==> src/hdl/hcr_pkg.sv <==
// types, constants and codes for the harris corner response block
// no dependencies; imported by every module and interface of the block
package hcr_pkg;

   localparam int MAX_LINE_WIDTH = 1024;
   localparam int COL_W          = $clog2(MAX_LINE_WIDTH);
   localparam int RING_ROWS      = 8;
   localparam int SLOT_W         = $clog2(RING_ROWS);
   localparam int MEM_AW         = SLOT_W + COL_W;
   localparam int MEM_DEPTH      = RING_ROWS * MAX_LINE_WIDTH;
   localparam int PIX_W          = 8;
   localparam int GEOM_W         = 11;
   localparam int POS_W          = 21;
   localparam int PEND_W         = 12;
   localparam int NBHD           = 5;
   localparam int WIN_TAPS       = NBHD * NBHD;
   localparam int TAP_W          = $clog2(WIN_TAPS);
   localparam int GRAD_W         = 11;
   localparam int SQ_W           = 2 * GRAD_W;
   localparam int SUM_W          = 24;
   localparam int SXY_W          = 25;
   localparam int RESP_W         = 47;
   localparam int WEIGHT_W       = 16;
   localparam int COORD_W        = 10;
   localparam int CSR_IDX_W      = 2;
   localparam int CSR_DATA_W     = 47;
   localparam int RV_W           = 51;

   localparam logic [RESP_W-1:0] RESP_MAX = {RESP_W{1'b1}};

   localparam logic CMD_PIXEL = 1'b0;
   localparam logic CMD_FLUSH = 1'b1;

   typedef enum logic [CSR_IDX_W-1:0] {
      CSR_FRAME_WIDTH,
      CSR_FRAME_HEIGHT,
      CSR_RESPONSE_THRESHOLD,
      CSR_TRACE_WEIGHT
   } csr_index_type;

   typedef enum logic [2:0] {
      ST_IDLE,
      ST_READ,
      ST_FILL,
      ST_GRAD,
      ST_SUM,
      ST_ISSUE
   } seq_state_type;

   typedef struct packed {
      logic              wr_en;
      logic [MEM_AW-1:0] wr_addr;
      logic [PIX_W-1:0]  wr_data;
      logic              rd_en;
      logic [MEM_AW-1:0] rd_addr;
   } line_access_type;

   typedef struct packed {
      logic               valid;
      logic               border;
      logic [SUM_W-1:0]   sxx;
      logic [SUM_W-1:0]   syy;
      logic [SXY_W-1:0]   sxy;
      logic [COORD_W-1:0] row;
      logic [COORD_W-1:0] col;
      logic               frame_end;
   } sum_job_type;

   typedef struct packed {
      logic               border;
      logic [COORD_W-1:0] row;
      logic [COORD_W-1:0] col;
      logic               frame_end;
   } calc_meta_type;

   typedef struct packed {
      logic               valid;
      logic [RESP_W-1:0]  response;
      logic               is_corner;
      logic [COORD_W-1:0] row;
      logic [COORD_W-1:0] col;
      logic               frame_end;
   } calc_result_type;

endpackage

==> src/hdl/hcr_sequencer.sv <==
// raster bookkeeping, neighborhood fetch from the line store and
// gradient product sums; depends on hcr_pkg
module hcr_sequencer import hcr_pkg::*; (
   input  logic              clock,
   input  logic              reset,
   input  logic              restart,
   input  logic [GEOM_W-1:0] width_eff,
   input  logic [GEOM_W-1:0] height_eff,
   input  logic              req_valid,
   output logic              req_ready,
   input  logic              req_cmd,
   input  logic [PIX_W-1:0]  req_pixel,
   input  logic              down_busy,
   output line_access_type   acc,
   input  logic [PIX_W-1:0]  rd_data,
   output sum_job_type       job
);

   seq_state_type state_ff, state_in;

   logic [COL_W-1:0]  in_col_ff, out_col_ff, jcol_ff;
   logic [GEOM_W-1:0] in_row_ff, out_row_ff, jrow_ff;
   logic [SLOT_W-1:0] in_slot_ff, out_slot_ff, jslot_ff;
   logic [POS_W-1:0]  in_pos_ff;
   logic [PEND_W-1:0] pending_ff;
   logic              jend_ff, jborder_ff;
   logic [2:0]        ri_ff, ci_ff, ri_eff, ci_eff;
   logic [1:0]        gr_ff, gc_ff;
   logic              rvalid_ff, gvalid_ff;
   logic [PIX_W-1:0]  win_ff [WIN_TAPS];
   logic signed [GRAD_W-1:0] gx_ff, gy_ff, gx_in, gy_in;
   logic signed [GRAD_W-1:0] pv [3][3];
   logic signed [SQ_W-1:0]   sq_x, sq_y, sq_xy;
   logic [SUM_W-1:0]  sxx_ff, syy_ff;
   logic [SXY_W-1:0]  sxy_ff;

   logic [GEOM_W-1:0] w_m1, w_m2, h_m1, h_m2, rd_col_full;
   logic [PEND_W-1:0] lag;
   logic [TAP_W-1:0]  base;
   logic [SLOT_W-1:0] rd_slot;
   logic accept, is_pixel, emit, in_col_last, in_row_last, out_col_last, out_row_last;
   logic rd_last, g_last, rd_en, g_en, acc_clr, issue;

   assign w_m1 = width_eff - GEOM_W'(1);
   assign w_m2 = width_eff - GEOM_W'(2);
   assign h_m1 = height_eff - GEOM_W'(1);
   assign h_m2 = height_eff - GEOM_W'(2);
   assign lag  = {width_eff, 1'b0} + PEND_W'(2);

   assign accept       = req_valid && req_ready;
   assign is_pixel     = (req_cmd == CMD_PIXEL);
   assign in_col_last  = ({1'b0, in_col_ff} == w_m1);
   assign in_row_last  = (in_row_ff == h_m1);
   assign out_col_last = ({1'b0, out_col_ff} == w_m1);
   assign out_row_last = (out_row_ff == h_m1);
   // a flush answers only what belongs to a fully received frame
   assign emit = is_pixel ? (pending_ff >= lag) : (POS_W'(pending_ff) > in_pos_ff);

   // reflect-101 at the outer ring of the 5x5 neighborhood folds onto the center
   always_comb begin
      ri_eff = ri_ff;
      ci_eff = ci_ff;
      if ((ri_ff == 3'd0 && jrow_ff == GEOM_W'(1)) || (ri_ff == 3'd4 && jrow_ff == h_m2)) begin
         ri_eff = 3'd2;
      end
      if ((ci_ff == 3'd0 && jcol_ff == COL_W'(1)) ||
          (ci_ff == 3'd4 && {1'b0, jcol_ff} == w_m2)) begin
         ci_eff = 3'd2;
      end
   end

   assign rd_slot     = jslot_ff + SLOT_W'(ri_eff) + SLOT_W'(RING_ROWS - 2);
   assign rd_col_full = {1'b0, jcol_ff} + GEOM_W'(ci_eff) - GEOM_W'(2);
   assign rd_last     = (ri_ff == 3'd4) && (ci_ff == 3'd4);
   assign g_last      = (gr_ff == 2'd2) && (gc_ff == 2'd2);

   always_comb begin
      state_in = state_ff;
      unique case (state_ff)
         ST_IDLE: begin
            if (accept && emit) begin
               state_in = (out_row_ff == '0 || out_row_last || out_col_ff == '0 ||
                           out_col_last) ? ST_ISSUE : ST_READ;
            end
         end
         ST_READ: begin
            if (rd_last) state_in = ST_FILL;
         end
         ST_FILL: state_in = ST_GRAD;
         ST_GRAD: begin
            if (g_last) state_in = ST_SUM;
         end
         ST_SUM: state_in = ST_ISSUE;
         ST_ISSUE: begin
            if (!down_busy) state_in = ST_IDLE;
         end
         default: state_in = ST_IDLE;
      endcase
   end

   always_comb begin
      req_ready = (state_ff == ST_IDLE);
      rd_en     = (state_ff == ST_READ);
      g_en      = (state_ff == ST_GRAD);
      acc_clr   = (state_ff == ST_FILL);
      issue     = (state_ff == ST_ISSUE) && !down_busy;
   end

   always_comb begin
      acc.wr_en   = accept && is_pixel;
      acc.wr_addr = {in_slot_ff, in_col_ff};
      acc.wr_data = req_pixel;
      acc.rd_en   = rd_en;
      acc.rd_addr = {rd_slot, rd_col_full[COL_W-1:0]};
   end

   always_ff @(posedge clock) begin
      if (reset || restart) begin
         state_ff <= ST_IDLE;
      end else begin
         state_ff <= state_in;
      end
   end

   always_ff @(posedge clock) begin
      if (reset || restart) begin
         in_col_ff   <= '0;
         in_row_ff   <= '0;
         in_slot_ff  <= '0;
         in_pos_ff   <= '0;
         pending_ff  <= '0;
         out_col_ff  <= '0;
         out_row_ff  <= '0;
         out_slot_ff <= '0;
      end else if (accept) begin
         if (is_pixel) begin
            in_col_ff <= in_col_last ? '0 : in_col_ff + COL_W'(1);
            in_pos_ff <= (in_col_last && in_row_last) ? '0 : in_pos_ff + POS_W'(1);
            if (in_col_last) begin
               in_slot_ff <= in_slot_ff + SLOT_W'(1);
               in_row_ff  <= in_row_last ? '0 : in_row_ff + GEOM_W'(1);
            end
            if (!emit) pending_ff <= pending_ff + PEND_W'(1);
         end else if (emit) begin
            pending_ff <= pending_ff - PEND_W'(1);
         end
         if (emit) begin
            out_col_ff <= out_col_last ? '0 : out_col_ff + COL_W'(1);
            if (out_col_last) begin
               out_slot_ff <= out_slot_ff + SLOT_W'(1);
               out_row_ff  <= out_row_last ? '0 : out_row_ff + GEOM_W'(1);
            end
         end
      end
   end

   always_ff @(posedge clock) begin
      if (accept && emit) begin
         jrow_ff    <= out_row_ff;
         jcol_ff    <= out_col_ff;
         jslot_ff   <= out_slot_ff;
         jend_ff    <= out_row_last && out_col_last;
         jborder_ff <= (out_row_ff == '0) || out_row_last || (out_col_ff == '0) || out_col_last;
      end
   end

   always_ff @(posedge clock) begin
      if (reset || state_ff == ST_IDLE) begin
         ri_ff <= '0;
         ci_ff <= '0;
         gr_ff <= '0;
         gc_ff <= '0;
      end else begin
         if (rd_en) begin
            ci_ff <= (ci_ff == 3'd4) ? 3'd0 : ci_ff + 3'd1;
            if (ci_ff == 3'd4) ri_ff <= ri_ff + 3'd1;
         end
         if (g_en) begin
            gc_ff <= (gc_ff == 2'd2) ? 2'd0 : gc_ff + 2'd1;
            if (gc_ff == 2'd2) gr_ff <= gr_ff + 2'd1;
         end
      end
   end

   always_ff @(posedge clock) begin
      if (reset) begin
         rvalid_ff <= 1'b0;
         gvalid_ff <= 1'b0;
      end else begin
         rvalid_ff <= rd_en;
         gvalid_ff <= g_en;
      end
   end

   // neighborhood fills in raster order: tap = row * 5 + col
   always_ff @(posedge clock) begin
      if (rvalid_ff) begin
         for (int i = 0; i < WIN_TAPS - 1; i++) begin
            win_ff[i] <= win_ff[i+1];
         end
         win_ff[WIN_TAPS-1] <= rd_data;
      end
   end

   assign base = {1'b0, gr_ff, 2'b00} + TAP_W'(gr_ff) + TAP_W'(gc_ff);

   always_comb begin
      for (int a = 0; a < 3; a++) begin
         for (int b = 0; b < 3; b++) begin
            pv[a][b] = $signed({3'b000, win_ff[base + TAP_W'(a * NBHD + b)]});
         end
      end
      gx_in = (pv[0][2] - pv[0][0]) + ((pv[1][2] - pv[1][0]) <<< 1) + (pv[2][2] - pv[2][0]);
      gy_in = (pv[2][0] - pv[0][0]) + ((pv[2][1] - pv[0][1]) <<< 1) + (pv[2][2] - pv[0][2]);
   end

   always_ff @(posedge clock) begin
      if (g_en) begin
         gx_ff <= gx_in;
         gy_ff <= gy_in;
      end
   end

   assign sq_x  = gx_ff * gx_ff;
   assign sq_y  = gy_ff * gy_ff;
   assign sq_xy = gx_ff * gy_ff;

   always_ff @(posedge clock) begin
      if (acc_clr) begin
         sxx_ff <= '0;
         syy_ff <= '0;
         sxy_ff <= '0;
      end else if (gvalid_ff) begin
         sxx_ff <= sxx_ff + {3'b000, sq_x[SQ_W-2:0]};
         syy_ff <= syy_ff + {3'b000, sq_y[SQ_W-2:0]};
         sxy_ff <= sxy_ff + {{(SXY_W-SQ_W){sq_xy[SQ_W-1]}}, sq_xy};
      end
   end

   always_comb begin
      job.valid     = issue;
      job.border    = jborder_ff;
      job.sxx       = sxx_ff;
      job.syy       = syy_ff;
      job.sxy       = sxy_ff;
      job.row       = jrow_ff[COORD_W-1:0];
      job.col       = jcol_ff;
      job.frame_end = jend_ff;
   end

endmodule

==> config.mk <==
export PLATFORM = sky130hd
export DESIGN_NAME = hcr_sequencer
export DESIGN_NICKNAME = d
export VERILOG_FILES = /design/src/hdl/hcr_pkg.sv /design/src/hdl/hcr_sequencer.sv
export SDC_FILE = /design/constraint.sdc
export NUM_CORES = 2
export LEC_CHECK = 0
export BUFFER_PORTS_ARGS = -buffer_cell sky130_fd_sc_hd__buf_2
export CORE_MARGIN = 2
export CORE_UTILIZATION = 66
export CTS_BUF_LIST = sky130_fd_sc_hd__clkbuf_2 sky130_fd_sc_hd__clkbuf_4 sky130_fd_sc_hd__clkbuf_8
export DETAILED_ROUTE_END_ITERATION = 6
export HOLD_SLACK_MARGIN = 0.15
export PLACE_DENSITY = 0.81
export SLEW_MARGIN = 10
export SYNTH_ARGS = -nofsm -noshare
export SYNTH_HDL_FRONTEND = slang
export SYNTH_SLANG_ARGS = --single-unit
==> constraint.sdc <==
create_clock -name clock -period 8.7 [get_ports clock]
set_clock_uncertainty 0.15 [all_clocks]
set_input_delay 2.175 -clock clock [delete_from_list [all_inputs] [get_ports clock]]
set_output_delay 2.175 -clock clock [all_outputs]
set_load 0.02 [all_outputs]
; Word-level counts from Yosys, hierarchy flattened
; Memory sizes are Yosys's and may differ from the RTL's.
; Index checks and enable logic that the tools add are counted.
[word_totals]
ff_bits = 217
ram_bits = 200
output_inout_bits = 133
n_memories = 1
[memory_table]
columns = memory, words, width, rd, rd_clocked_by_memory_dff, wr, line_no
row1 = win_ff, 25, 8, 32, 0, 25, hcr_sequencer.sv:30  ; logic [PIX_W-1:0] win_ff [WIN_TAPS];
[op_classes]
addsub = 44
mul = 3
n_lt_le_gt_ge = 2
n_eq_ne = 23
n_mux = 21
bitwise = 1
reduce_logical = 33
[op_table]
columns = op, count
row1 = $sub A8 B8 Y9, 6
row2 = $add A24 B21 Y24, 2
row3 = $mul A11 B11 Y21, 2
row4 = $mux W12, 3
row5 = $eq A10 B11 Y1, 3
row6 = $eq A11 B11 Y1, 3
row7 = $add A25 B25 Y25, 1
row8 = $mux W3, 8
row9 = $add A11 B1 Y11 const B, 2
row10 = $add A11 B9 Y11, 2
row11 = $add A9 B10 Y11, 2
row12 = $mul A11 B11 Y22, 1
row13 = $mux W11, 2
row14 = $sub A11 B1 Y11 const B, 2
row15 = $sub A11 B2 Y11 const B, 2
row16 = $add A21 B1 Y21 const B, 1
row17 = $gt A12 B21 Y1, 1
row18 = $mux W21, 1
row19 = $add A10 B1 Y10 const B, 2
row20 = $mux W10, 2
row21 = $pmux W3 S6, 1
row22 = $add A5 B4 Y5 const B, 3
row23 = $add A12 B1 Y12 const B, 1
row24 = $add A12 B2 Y12 const B, 1
row25 = other kinds (33), 73

; Logic depth before layout (Yosys ltp)
[logic_depth]
ltp_word = 8
ltp_mapped = 33
ltp_nobuf = 32

; Worst setup path after synthesis
; OpenSTA, ideal clock, no wires.
[synth_timing]
kind = in2out
from = in width_eff[2]
to = out acc[9] (netlist bit)
arrival_time_ns = 6.336
slack_ns = 0.039
stages = 24
path_buffers = 2
path_cell_list = buf_2 inv_1 ha_1 or4b_4 buf_6 or4_1 nor2_1 a21oi_1 nor4_1 a31oi_1 and2_1 ha_1 inv_1 ha_1 inv_1 fa_1 inv_1 a21o_1 a21oi_1 o21bai_1 a21oi_1 o21bai_1 a21oi_1 xor2_1
[synth_rtl]
columns = item, line_no
row1 = "start, declared", hcr_sequencer.sv:7  ; input logic [GEOM_W-1:0] width_eff,
row2 = "end, declared", hcr_sequencer.sv:14  ; output line_access_type acc,

==> flow_summary.yaml <==
sta:
  hold_viol_final: 0
  hold_slack_ns: 0.307
  fin_crit_ns: 8.64
  final_max_slew_viol_count: 0
  relSlewSlack_pct: 18.1
  period_share_pct: 99.3
  worst_pin_slew_ns: 1.23
  clock.fmax_mhz: 116
  setup_viol: 0
setup_path:
  r2r-end: "sxy_ff[24]"
  ff2ff_path_depth: 26
  worstPathArrival_ns: 6.31
  worstPathRequired_ns: 6.38
  start_kind: "input port"
  end_kind: "output pin"
  rr_startpoint: "gy_ff[3]"
  worstSetupPathType: "in2out"
  rrSetupSlack_ns: 0.94
  cp_max_fo: 3
floorplanning:
  core_area_um2: 66000
  initial_core_util_pct: 66.9
  rows: 94
  io_pins: 177
  dieArea_um2: 69000
  die_w_um: 263
  dieHeight_um: 263
outcome:
  violations: "design-rule violations"
  status: "finished, violations left"
clock_tree:
  clockBufferDepth: 3
  htree_num_levels: 3
  root_buffer: "clkbuf_8"
  clkSlewWorstSetupHoldPaths_ns: 0.06
  clock-sinks: 417
  clock_latency_ns: 0.69
  cts_tree: "built"
  cts_inserted_buffers: 75
place:
  port_buffers: 160
  place.gp.congestion: 0.915
  placed_area_um2: 45700
  post-place-cells: 5430
  dp_hpwl_um: 76400
drt:
  vias_per_cell: 6.03
  wl_um: 101000
  final_antenna_net_count: 0
  remaining_drc_errors: 4
  drt-wirelength-per-cell_um: 18.0
  vias: 33600
  firstDrtPassIters: 7
  drt_iter0_markers: 2801
finish:
  fill_cells: 4730
  area_growth_syn_to_layout_pct: 7.42
  layout-drive-gt1-share_pct: 12.8
  stdcell_count: 5569
  fin_nets: 5393
  fin_area_um2: 47400
min_path:
  hp-class: "reg2reg"
  holdPathEnd: "jslot_ff[2]"
  min_from: "out_slot_ff[2]"
  min_delay_path_depth: 0
power_and_ir_drop:
  switching_share_pct: 28.0
  p_int_uw: 3680
  switchingPower_uw: 1430
  ir_drop_mv: 0.128
  power_density_nw_per_um2: 108
  p_comb_share_pct: 16.3
  p_clk_share_pct: 39.9
  seqPwrFrac_pct: 43.8
  leakage_uw: 0.0208
yosys:
  synth_top_cells_by_area: "edfxtp_1 (17%), fa_1 (16%), ha_1 (10%)"
  synth.cell_area_um2: 44200
  synthXorXnorAreaFrac_pct: 7.48
  synth_warnings: 0
  yosysMostFrequentCell: "inv_1"
  synth_largest_area_cell: "edfxtp_1"
  postSynthCellCount: 4573
  syn_nets: 5318
  synthMuxAreaShare_pct: 11.9
  synth_edf_count: 248
  synth_commonest_cells: "inv_1 (634), nor2_1 (399), ha_1 (353)"
  yosys.area.top_type_share_pct: 16.9
  ys_ff_latch: 417
  ys_types: 81
  synthAdderAreaFrac_pct: 25.8
  async_flop_share_pct: 0
  yosys_most_used_dff: "edfxtp_1"
  synth_compound_area_share_pct: 10.6
  synthSimpleGateAreaFrac_pct: 12.1
  synth_seq_area_share_pct: 24.5
  avgSynthCellArea_um2: 9.66
  synth_top_family_by_area: "adder cells"
global_route:
  grt_pass1_vias: 33800
  antenna_found_initial: 3
  grtUsageTotal_pct: 29.3
  grt_util_met2_pct: 49.8
  grt_pass1_wl_um: 167000
  top_usage_layer: "met2"
  met1_usage_pct: 38.5
  grt_overflow_total: 0
  grt_max_degree: 149
  met3_usage_pct: 4.39
run:
  drv_cap: 0
final cells by class:
cell class | instances | area, um2 | area share [%]
antenna | 3 | 7.51 | 0.0158
multi-input combinational | 3293 | 30200 | 63.6
tap | 864 | 1080 | 2.28
clock buffer | 97 | 1270 | 2.68
clock inverter | 34 | 373 | 0.786
timing repair buffer | 221 | 1300 | 2.75
sequential | 417 | 10800 | 22.8
inverter | 640 | 2410 | 5.08
timing repair:
action	4_1_cts	5_1_grt
hold endpoints to repair	0	0
setup buffers	0	5
gates cloned	0	0
hold buffers	0	0
endpoints found under the setup margin	1	2
resized for setup	1	20
pin swaps	1	15
critical path: stages:
cell	delay [ns]
buf_8	0.11
inv_6	0.05
ha_4	0.12
or4b_4	0.46
or4_1	0.50
nor2_1	0.12
a21oi_1	0.06
nor4_2	0.29
a31oi_1	0.09
and2_1	0.17
ha_1	0.29
inv_1	0.06
ha_2	0.17
inv_2	0.04
fa_2	0.35
inv_2	0.06
a21o_1	0.12
a21oi_2	0.06
o21bai_1	0.18
a21oi_2	0.09
o21bai_1	0.26
a21oi_2	0.12
xor2_1	0.19
buf_4	0.17
logic make-up (layout without fill, tap and decap cells):
logic type | Yosys count | in the layout
AO/OA/AOI/OAI | 744 | 744
XOR/XNOR | 371 | 371
adder cells (fa/ha/maj) | 701 | 701
buffers and inverters | 863 | 992
flip-flops | 417 | 417
multiplexers | 330 | 330
other | 0 | 3
AND/OR/NAND/NOR | 1147 | 1147
metrics by stage:
step | TNS (ns) | setup WS [ns] | util (%) | power [uW]
6_report | 0 | 0.0627 | 71.9 | 5110
5_1_grt | -0.127 | -0.127 | 71.9 | 5320
4_1_cts | 0 | 0.0245 | 71.7 | 5150
3_5_place_dp | -0.0547 | -0.0547 | 69.2 | 3090
3_3_place_gp | 0 | 0.0973 | 69.2 | 3070
2_1_floorplan | 0 | 0.0391 | - | 2890
per-layer routing:
metal | share of wire, % | up-vias
li1 | - | 15700
met1 | 41 | 16400
met2 | 49 | 1268
met3 | 7.0 | 234
met4 | 3.1 | 0
met5 | 0 | -
power by group through the flow:
stage               clock [uW]  combinational (uW)  sequential (uW)
finish                    2040                 832             2240
global route              2160                 916             2250
CTS                       2090                 821             2240
detailed placement           0                 815             2280
global placement             0                 793             2280
floorplan                    0                 584             2310
sequential cells by signal, summed over array words and instances (netlist names), 12 cells and up:
signal / count
sxx_ff: 24
win_ff: 200
pending_ff: 12
in_pos_ff: 21
syy_ff: 24
sxy_ff: 25
cell usage in the layout (no fill, tap or decap), types with 37 or more instances in the layout:
cell | Yosys | final
a211oi_1 | 54 | 54
a21o_1 | 79 | 79
a21oi_1 | 269 | 264
and2_1 | 110 | 109
buf_2 | 11 | 157
buf_4 | 23 | 60
clkbuf_8 | 0 | 87
dfxtp_1 | 169 | 167
edfxtp_1 | 248 | 248
fa_1 | 348 | 346
ha_1 | 353 | 348
inv_1 | 634 | 630
mux2_2 | 37 | 37
mux2i_1 | 142 | 142
mux4_2 | 151 | 151
nand2_1 | 306 | 305
nand2b_1 | 38 | 38
nand3_1 | 63 | 63
nor2_1 | 399 | 399
nor3_1 | 49 | 49
o211ai_1 | 57 | 57
o21ai_0 | 128 | 127
xnor2_1 | 248 | 242
xor2_1 | 119 | 115
worst max path at each step:
stage / start / to
floorplan: width_eff[2] / acc[9]
global placement: width_eff[1] / acc[9]
global route: width_eff[2] / acc[9]
CTS: width_eff[1] / acc[9]
detailed placement: width_eff[1] / acc[9]
finish: width_eff[2] / acc[9]
Note: power is estimated with default switching activity, not from simulation.
